--- src/hdl/dll_pkg.sv ---
// ============================================================================
// dll_pkg: shared types and constants for the linked list engine
// Opcodes, status codes, widths and the sequencer state encoding.
// ============================================================================
package dll_pkg;

    localparam int CAPACITY  = 64;
    localparam int KEY_BITS  = 32;
    localparam int SLOT_BITS = (CAPACITY > 1) ? $clog2(CAPACITY) : 1;
    localparam int CNT_BITS  = $clog2(CAPACITY + 1);

    typedef logic [SLOT_BITS-1:0] slot_t;
    typedef logic [KEY_BITS-1:0]  key_t;
    typedef logic [CNT_BITS-1:0]  cnt_t;

    localparam logic [2:0] OP_INSERT  = 3'd0;
    localparam logic [2:0] OP_DEL_KEY = 3'd1;
    localparam logic [2:0] OP_DEL_FST = 3'd2;
    localparam logic [2:0] OP_DEL_LST = 3'd3;
    localparam logic [2:0] OP_DUMP    = 3'd4;

    localparam logic [1:0] ST_OK       = 2'd0;
    localparam logic [1:0] ST_FULL     = 2'd1;
    localparam logic [1:0] ST_EMPTY    = 2'd2;
    localparam logic [1:0] ST_NOTFOUND = 2'd3;

    typedef enum logic [2:0] {
        S_IDLE,
        S_READ,
        S_EXAM,
        S_LINK,
        S_EMIT
    } state_t;

    // node memory access from the sequencer
    typedef struct packed {
        logic  rd_en;
        slot_t rd_addr;
        logic  key_we;
        slot_t key_addr;
        key_t  key_wdata;
        logic  nxt_we;
        slot_t nxt_addr;
        slot_t nxt_wdata;
        logic  prv_we;
        slot_t prv_addr;
        slot_t prv_wdata;
    } mem_req_t;

    typedef struct packed {
        key_t  key;
        slot_t nxt;
        slot_t prv;
    } mem_rsp_t;

    // input transaction: opcode in the upper bits, key below it
    typedef struct packed {
        logic [2:0]  opcode;
        logic [31:0] key_in;
    } request_t;

    typedef struct packed {
        logic [1:0]  status;
        logic [31:0] key_out;
        logic        key_valid;
        logic        last;
    } result_t;

endpackage

--- src/hdl/dll_if.sv ---
// ============================================================================
// dll_if: valid/ready channel carrying one payload
// Source drives valid and payload, sink drives ready.
// ============================================================================
interface dll_if #(parameter type payload_t = logic) ();
    logic     valid;
    logic     ready;
    payload_t payload;

    modport source (output valid, output payload, input ready);
    modport sink   (input valid, input payload, output ready);
endinterface

--- src/hdl/dll_node_mem.sv ---
// ============================================================================
// dll_node_mem: node pool storage
// Key, next and prev arrays, one read port with registered data.
// ============================================================================
module dll_node_mem (
    input  logic              clk,
    input  dll_pkg::mem_req_t req,
    output dll_pkg::mem_rsp_t rsp
);

    dll_pkg::key_t  key_mem [dll_pkg::CAPACITY];
    dll_pkg::slot_t nxt_mem [dll_pkg::CAPACITY];
    dll_pkg::slot_t prv_mem [dll_pkg::CAPACITY];

    always_ff @(posedge clk)
    begin
        if (req.key_we)
        begin
            key_mem[req.key_addr] <= req.key_wdata;
        end
        if (req.nxt_we)
        begin
            nxt_mem[req.nxt_addr] <= req.nxt_wdata;
        end
        if (req.prv_we)
        begin
            prv_mem[req.prv_addr] <= req.prv_wdata;
        end
        if (req.rd_en)
        begin
            rsp.key <= key_mem[req.rd_addr];
            rsp.nxt <= nxt_mem[req.rd_addr];
            rsp.prv <= prv_mem[req.rd_addr];
        end
    end

endmodule

--- src/hdl/dll_seq.sv ---
// ============================================================================
// dll_seq: list operation sequencer
// Walks and relinks the list through the node memory, one transaction at a time.
// ============================================================================
module dll_seq (
    input  logic               clk,
    input  logic               rst_n,
    input  logic               in_valid,
    output logic               in_ready,
    input  logic [2:0]         in_opcode,
    input  logic [31:0]        in_key,
    output logic               res_valid,
    input  logic               res_ready,
    output dll_pkg::result_t   res,
    output dll_pkg::mem_req_t  mreq,
    input  dll_pkg::mem_rsp_t  mrsp
);

    dll_pkg::state_t                   state_reg, state_next;
    logic [2:0]                        op_reg, op_next;
    dll_pkg::key_t                     key_reg, key_next;
    dll_pkg::slot_t                    front_reg, front_next;
    dll_pkg::slot_t                    back_reg, back_next;
    logic [dll_pkg::CAPACITY-1:0]      free_reg, free_next;
    dll_pkg::cnt_t                     count_reg, count_next;
    dll_pkg::slot_t                    cur_reg, cur_next;
    dll_pkg::cnt_t                     idx_reg, idx_next;
    logic                              rv_reg, rv_next;
    dll_pkg::result_t                  res_reg, res_next;

    dll_pkg::slot_t low_free;
    logic           any_free;

    // lowest free slot
    always_comb
    begin
        low_free = '0;
        any_free = 1'b0;
        for (int i = dll_pkg::CAPACITY - 1; i >= 0; i--)
        begin
            if (free_reg[i])
            begin
                low_free = dll_pkg::slot_t'(i);
                any_free = 1'b1;
            end
        end
    end

    function automatic logic [31:0] key_to_out(dll_pkg::key_t k);
        logic [63:0] w;
        w = 64'(signed'(k));
        return w[31:0];
    endfunction

    always_ff @(posedge clk or negedge rst_n)
    begin
        if (!rst_n)
        begin
            state_reg <= dll_pkg::S_IDLE;
            front_reg <= '0;
            back_reg  <= '0;
            free_reg  <= '1;
            count_reg <= '0;
            rv_reg    <= 1'b0;
        end
        else
        begin
            state_reg <= state_next;
            front_reg <= front_next;
            back_reg  <= back_next;
            free_reg  <= free_next;
            count_reg <= count_next;
            rv_reg    <= rv_next;
        end
    end

    always_ff @(posedge clk)
    begin
        op_reg  <= op_next;
        key_reg <= key_next;
        cur_reg <= cur_next;
        idx_reg <= idx_next;
        res_reg <= res_next;
    end

    assign res_valid = rv_reg;
    assign res       = res_reg;

    always_comb
    begin
        state_next = state_reg;
        op_next    = op_reg;
        key_next   = key_reg;
        front_next = front_reg;
        back_next  = back_reg;
        free_next  = free_reg;
        count_next = count_reg;
        cur_next   = cur_reg;
        idx_next   = idx_reg;
        res_next   = res_reg;
        rv_next    = rv_reg;
        in_ready   = 1'b0;
        mreq       = '0;
        if (rv_reg && res_ready)
        begin
            rv_next = 1'b0;
        end
        unique case (state_reg)
            dll_pkg::S_IDLE:
            begin
                in_ready = !rv_reg || res_ready;
                if (in_valid && in_ready)
                begin
                    op_next  = in_opcode;
                    key_next = dll_pkg::key_t'(signed'(in_key));
                    cur_next = front_reg;
                    idx_next = '0;
                    res_next = '{status: dll_pkg::ST_OK, key_out: '0,
                                 key_valid: 1'b0, last: 1'b1};
                    case (in_opcode) inside
                        dll_pkg::OP_INSERT:
                        begin
                            if (!any_free)
                            begin
                                res_next.status = dll_pkg::ST_FULL;
                                rv_next = 1'b1;
                            end
                            else
                            begin
                                mreq.key_we    = 1'b1;
                                mreq.key_addr  = low_free;
                                mreq.key_wdata = dll_pkg::key_t'(signed'(in_key));
                                mreq.nxt_we    = 1'b1;
                                mreq.nxt_addr  = low_free;
                                mreq.nxt_wdata = front_reg;
                                mreq.prv_we    = 1'b1;
                                mreq.prv_addr  = (count_reg == '0) ? low_free : front_reg;
                                mreq.prv_wdata = low_free;
                                if (count_reg == '0)
                                begin
                                    back_next = low_free;
                                end
                                front_next = low_free;
                                free_next[low_free] = 1'b0;
                                count_next = count_reg + 1'b1;
                                rv_next = 1'b1;
                            end
                        end
                        dll_pkg::OP_DEL_KEY, dll_pkg::OP_DEL_FST,
                        dll_pkg::OP_DEL_LST, dll_pkg::OP_DUMP:
                        begin
                            if (count_reg == '0)
                            begin
                                res_next.status = dll_pkg::ST_EMPTY;
                                rv_next = 1'b1;
                            end
                            else
                            begin
                                if (in_opcode == dll_pkg::OP_DEL_LST)
                                begin
                                    cur_next = back_reg;
                                end
                                state_next = dll_pkg::S_READ;
                            end
                        end
                        default:
                        begin
                            rv_next = 1'b1;
                        end
                    endcase
                end
            end
            dll_pkg::S_READ:
            begin
                mreq.rd_en   = 1'b1;
                mreq.rd_addr = cur_reg;
                state_next   = (op_reg == dll_pkg::OP_DUMP) ? dll_pkg::S_EMIT
                                                            : dll_pkg::S_EXAM;
            end
            dll_pkg::S_EXAM:
            begin
                // node data in mrsp; decide match, advance or report not found
                if (op_reg != dll_pkg::OP_DEL_KEY || mrsp.key == key_reg)
                begin
                    state_next = dll_pkg::S_LINK;
                end
                else if (idx_reg + 1'b1 == count_reg)
                begin
                    if (!rv_reg || res_ready)
                    begin
                        res_next.status = dll_pkg::ST_NOTFOUND;
                        rv_next    = 1'b1;
                        state_next = dll_pkg::S_IDLE;
                    end
                end
                else
                begin
                    idx_next = idx_reg + 1'b1;
                    cur_next = mrsp.nxt;
                    mreq.rd_en   = 1'b1;
                    mreq.rd_addr = mrsp.nxt;
                end
            end
            dll_pkg::S_LINK:
            begin
                // unlink cur_reg; node data still held in mrsp
                if (!rv_reg || res_ready)
                begin
                    if (cur_reg == front_reg)
                    begin
                        front_next = mrsp.nxt;
                    end
                    else
                    begin
                        mreq.nxt_we    = 1'b1;
                        mreq.nxt_addr  = mrsp.prv;
                        mreq.nxt_wdata = mrsp.nxt;
                    end
                    if (cur_reg == back_reg)
                    begin
                        back_next = mrsp.prv;
                    end
                    else
                    begin
                        mreq.prv_we    = 1'b1;
                        mreq.prv_addr  = mrsp.nxt;
                        mreq.prv_wdata = mrsp.prv;
                    end
                    free_next[cur_reg] = 1'b1;
                    count_next = count_reg - 1'b1;
                    rv_next    = 1'b1;
                    state_next = dll_pkg::S_IDLE;
                end
            end
            dll_pkg::S_EMIT:
            begin
                // hold node data until the result register frees
                if (!rv_reg || res_ready)
                begin
                    res_next.key_out   = key_to_out(mrsp.key);
                    res_next.key_valid = 1'b1;
                    res_next.last      = (idx_reg + 1'b1 == count_reg);
                    rv_next            = 1'b1;
                    if (idx_reg + 1'b1 == count_reg)
                    begin
                        state_next = dll_pkg::S_IDLE;
                    end
                    else
                    begin
                        idx_next     = idx_reg + 1'b1;
                        cur_next     = mrsp.nxt;
                        mreq.rd_en   = 1'b1;
                        mreq.rd_addr = mrsp.nxt;
                    end
                end
            end
            default:
            begin
                state_next = dll_pkg::S_IDLE;
            end
        endcase
    end

    a_count_free: assert property (@(posedge clk) disable iff (!rst_n)
        $countones(free_reg) + count_reg == dll_pkg::CAPACITY)
        else $error("free map and entry count disagree");
    a_busy_no_accept: assert property (@(posedge clk) disable iff (!rst_n)
        state_reg != dll_pkg::S_IDLE |-> !in_ready)
        else $error("input taken while busy");
    a_result_hold: assert property (@(posedge clk) disable iff (!rst_n)
        rv_reg && !res_ready |=> rv_reg && $stable(res_reg))
        else $error("stalled result changed");

endmodule

--- src/hdl/doubly_linked_list_engine_top.sv ---
// ============================================================================
// doubly_linked_list_engine_top: bounded doubly linked list of keys
// Insert front, delete by key, delete first/last and dump over a node pool.
// ============================================================================
// One transaction is handled at a time. Insert and any failed check finish at
// acceptance. Delete first/last step through accept, read node, examine and
// relink. Delete by key reads the front node, examines each node in turn and
// relinks the first match; a key that is not found ends after the last node.
// Dump emits the nodes front to back. The walk rate is set by the single read
// port of the node memory: one linked node per cycle while the output is not
// stalled. Results sit in an output register, so a stalled consumer holds the
// walk without losing data. No clearing pass is needed after reset.
module doubly_linked_list_engine_top (
    input  logic clk,
    input  logic rst_n,
    dll_if.sink  in_ch,
    dll_if.source out_ch
);

    dll_pkg::mem_req_t mreq;
    dll_pkg::mem_rsp_t mrsp;
    dll_pkg::result_t  res;

    // node pool storage
    dll_node_mem u_mem (
        .clk (clk),
        .req (mreq),
        .rsp (mrsp)
    );

    // operation sequencer; input payload is {opcode, key_in}
    dll_seq u_seq (
        .clk       (clk),
        .rst_n     (rst_n),
        .in_valid  (in_ch.valid),
        .in_ready  (in_ch.ready),
        .in_opcode (in_ch.payload.opcode),
        .in_key    (in_ch.payload.key_in),
        .res_valid (out_ch.valid),
        .res_ready (out_ch.ready),
        .res       (res),
        .mreq      (mreq),
        .mrsp      (mrsp)
    );

    assign out_ch.payload.status    = res.status;
    assign out_ch.payload.key_out   = res.key_out;
    assign out_ch.payload.key_valid = res.key_valid;
    assign out_ch.payload.last      = res.last;

endmodule

--- src/flat_wrapper.sv ---
// flat-port wrapper written by rule: the top's interface ports become plain ports
module doubly_linked_list_engine_top_flat 
  (clk, rst_n, in_ch_valid, in_ch_payload, in_ch_ready, out_ch_valid, out_ch_payload, out_ch_ready);
  dll_if #(.payload_t(dll_pkg::request_t)) in_ch_i ();
  dll_if #(.payload_t(dll_pkg::result_t)) out_ch_i ();
  input  logic clk;
  input  logic rst_n;
  input wire logic [$bits(in_ch_i.valid)-1:0] in_ch_valid;
  input wire logic [$bits(in_ch_i.payload)-1:0] in_ch_payload;
  output wire logic [$bits(in_ch_i.ready)-1:0] in_ch_ready;
  output wire logic [$bits(out_ch_i.valid)-1:0] out_ch_valid;
  output wire logic [$bits(out_ch_i.payload)-1:0] out_ch_payload;
  input wire logic [$bits(out_ch_i.ready)-1:0] out_ch_ready;
  assign in_ch_i.valid = in_ch_valid;
  assign in_ch_i.payload = in_ch_payload;
  assign in_ch_ready = in_ch_i.ready;
  assign out_ch_valid = out_ch_i.valid;
  assign out_ch_payload = out_ch_i.payload;
  assign out_ch_i.ready = out_ch_ready;
  doubly_linked_list_engine_top u_core (.clk(clk), .rst_n(rst_n), .in_ch(in_ch_i), .out_ch(out_ch_i));
endmodule
--- config.mk ---
export PLATFORM = sky130hd
export DESIGN_NAME = doubly_linked_list_engine_top_flat
export DESIGN_NICKNAME = d
export VERILOG_FILES = /design/src/hdl/dll_pkg.sv /design/src/hdl/dll_if.sv /design/src/hdl/dll_node_mem.sv /design/src/hdl/dll_seq.sv /design/src/hdl/doubly_linked_list_engine_top.sv /design/src/flat_wrapper.sv
export SDC_FILE = /design/constraint.sdc
export NUM_CORES = 2
export LEC_CHECK = 0
export BUFFER_PORTS_ARGS = -buffer_cell sky130_fd_sc_hd__buf_2
export CAP_MARGIN = 20
export CORE_UTILIZATION = 45
export CTS_BUF_LIST = sky130_fd_sc_hd__clkbuf_16
export DETAILED_ROUTE_END_ITERATION = 8
export SLEW_MARGIN = 5
export SYNTH_ARGS = -nofsm -noshare
export SYNTH_HDL_FRONTEND = slang
export SYNTH_HIERARCHICAL = 1
export SYNTH_SLANG_ARGS = --single-unit
--- constraint.sdc ---
create_clock -name clk -period 6.1 [get_ports clk]
set_clock_uncertainty 0.2 [all_clocks]
set_input_delay 0.61 -clock clk [delete_from_list [all_inputs] [get_ports clk]]
set_output_delay 0.61 -clock clk [all_outputs]
set_load 0.005 [all_outputs]
==> results.md <==
- Status: completed
- Top reg by flops: u_core/u_mem/key_mem
- Rel. slew slack: 22.78%
- Final setup viols: 0
- Area delta synth->final: 14.69%
- Req. time, crit path: 6.47 ns
- Vias in the first global route: 61354
- Grt ovf: 0
- Top Registers: u_core/u_mem/key_mem: 2048 flops, u_core/u_mem/nxt_mem: 384 flops, u_core/u_mem/prv_mem: 384 flops
- FF/Latch Area: 90660 um^2
- Asr flop ratio synth: 2.870%
- Setup crit start kind: flop
- Synth area leaders: edfxtp_1 (75%), mux4_2 (13%), dfstp_2 (1.4%)
- Avg Cell Area, Syn: 20.61 um^2
- HPWL Detailed: 197.5 mm
- Period minus WS final: 6.033 ns
- Fill cells: 20413
- DRC viols: 0
- Tcrit/Tclk final: 98.90%
- Fin Setup TNS: 0 ns
- Die area: 264100 um^2
- Lkg Pwr: 42.53 nW
- DR iter-0 viols: 7946
- Die Wd: 513.9 um
- Drt wl/cell: 33.00 um
- Final Worst Setup Slack: 0.06733 ns
- Layout net count: 6235
- PwrDens: 431.8 nW/um^2
- Via count of the routed design: 61639
- Syn_nets: 5769
- Clock transition at the registers of the reported paths: 0.06 ns
- Yosys Warn Count: 6
- Most numerous cell in the Yosys netlist: edfxtp_1
- Seq/Total Area, Yosys: 76.87%
- CTS HTree Levels: 5
- ANT nets after route: 0
- Crit end category: flop
- DRT Pass-1 Iters: 6
- Die Height: 513.9 um
- Fin. Hold Viols: 0
- Gr usage total: 24.74%
- Placer Congestion: 0.8802
- Post-synth top area share: 74.96%
- Clock sinks: 3031
- RSZ-0062 raised after global routing: no
- Final std cells w/o fill: 9938
- Max reg flops: 2048
- CORE AREA: 260200 um^2
- IO Count: 77
- Buffers on Ports: 76
- Largest net degree at the start of global routing: 66
- Hold Path Class: in -> reg
- Dpl cells: 9324
- Synthesized flop and latch total: 3031
- Post-layout util: 51.99%
- CTS Buf Count: 313
- Max Cap Viol: 0
- Top FF cell, synth: edfxtp_1
- Number of synthesized flops with an enable pin: 2944
- Pwr Total: 58.41 mW
- CP Class: reg -> reg
- Post-CTS setup buffer count: 0
- CTS max path bufs: 4
- Initial antenna violation count: 13
- Clk Latency, worst-skew pair: 0.88 ns
- CTS tree: yes
- Crit path DAT: 6.40 ns
- Synth area leader: edfxtp_1
- Placement Setup Slack: 0.08811 ns
- Critical-path maximum fanout: 65
- Via-to-Cell Ratio: 6.202
- Maximum vdd drop: 0.3742 mV
- Count of unique library cells instantiated by Yosys: 82
- Row count: 187
- Multi-input logic area: 26370 um^2
- First-pass GRT wire length: 463.2 mm
- Slew @ Worst Pin: 1.146 ns
- Initial Util: 45.33%
- Final WL: 328.0 mm
- Post-synth top cells: edfxtp_1 (2944), mux4_2 (702), nor2_1 (334)
- Cell count after synthesis: 5723
- CTS root buf: clkbuf_16
- Synthesized area: 117900 um^2
- Layout cells sized above 1: 27.89%
- Max Fclk: 165.8 MHz
- Slew Limit Fails: 0
## metal layers
layer | up-vias | part of all wire [%] | track usage [%]
li1 | 24901 | - | -
met2 | 3052 | 47 | 39.25
met4 | 4 | 3.9 | 8.813
met3 | 568 | 8.5 | 4.080
met5 | - | 0.0082 | 0
met1 | 33114 | 40 | 34.76
## per-stage QoR
step | hold slack, ns | cell area, um^2
final | 0.06256 | 135300
after global routing | 0.05718 | 135200
after CTS | 0.008810 | 135000
after detailed placement | 0.3227 | 124900
after global placement | 0.3122 | 124900
after floorplan | 0.1144 | 117900
## cells by family (layout without fill, tap and decap cells)
family                   after synthesis  in the layout  synth area share, %
flip-flops                          3031           3031                76.87
AND/OR/NAND/NOR                      868            868                3.577
multiplexers                         725            725                13.61
AO/OA/AOI/OAI                        689            690                4.031
buffers and inverters                343           1048                1.386
XOR/XNOR                              60             60               0.4456
adder cells (fa/ha/maj)                7              7              0.08063
other                                  0             13                    0
## final timing paths
| kind | startpoint | endpoint | slack, ns | depth (start not counted) |
|---|---|---|---|---|
| setup / recovery | u_core/u_mem/rsp[30]$_DFFE_PP_ | u_core/u_mem/rsp[6]$_DFFE_PP_ | 0.07 | 14 |
| hold / removal | out_ch_ready | u_core/u_seq/state_reg[0]$_DFFE_PN0P_ | 0.06 | 5 |
| setup reg to reg | u_core/u_mem/rsp[30]$_DFFE_PP_ | u_core/u_mem/rsp[6]$_DFFE_PP_ | 0.07 | 14 |
| hold reg to reg | u_core/u_seq/free_reg[32]$_DFFE_PN1P_ | u_core/u_seq/free_reg[32]$_DFFE_PN1P_ | 0.33 | 2 |
| max in group asynchronous | rst_n | u_core/u_seq/free_reg[26]$_DFFE_PN1P_ | 4.55 | 3 |
| min in group asynchronous | rst_n | u_core/u_seq/back_reg[3]$_DFFE_PN0P_ | 0.12 | 2 |
## where the power goes
part	switching (mW)	total [mW]	internal (mW)
clock network	7.81	18.4	10.6
logic	9.49	15.4	5.90
registers	0.644	24.6	24.0
## repair_timing
item,CTS,global route
setup endpoints to repair,0,1
resized for setup,0,2
hold buffers,36,0
endpoints found under the hold margin,75,0
## worst max-delay path: stages, from the launching register on
cell and delay, ns:
edfxtp_1 0.50, xor2_1 0.18, nor4_1 0.52, nand4_1 0.41, o211ai_1 0.48, a2bb2oi_1 0.24
nor2_2 0.16, a22o_4 0.42, buf_12 0.28, buf_4 0.39, mux4_2 0.54, o22ai_1 0.76
nor3_2 0.22, nor2_1 0.14, nor2_1 0.10
## cells in the final DEF (no fill, tap or decap), types with 59 or more instances in the layout
cell type  Yosys  routed
edfxtp_1    2944    2944
mux4_2       702     702
clkbuf_16      0     323
buf_4         48     305
nor2_1       334     260
nand2_1      186     182
a21oi_1      159     159
a22oi_1      111     111
inv_1         27      94
o22ai_1       95      94
buf_2         78      77
clkinv_1       2      71
nor2_4         0      70
a31oi_1       68      68
a221oi_1      65      65
dfstp_2       64      64
nor3_1        62      59
## final cells by class
type                            count  area share, %
Sequential cell                  3031          67.03
Inverter                           29        0.08048
Antenna cell                       13        0.02405
Clock buffer                      323          5.976
Timing Repair Buffer              464          2.924
Clock inverter                    232          1.240
Multi-Input combinational cell   2350          19.50
Tap cell                         3496          3.234
Power figures use the tool's default switching activity.
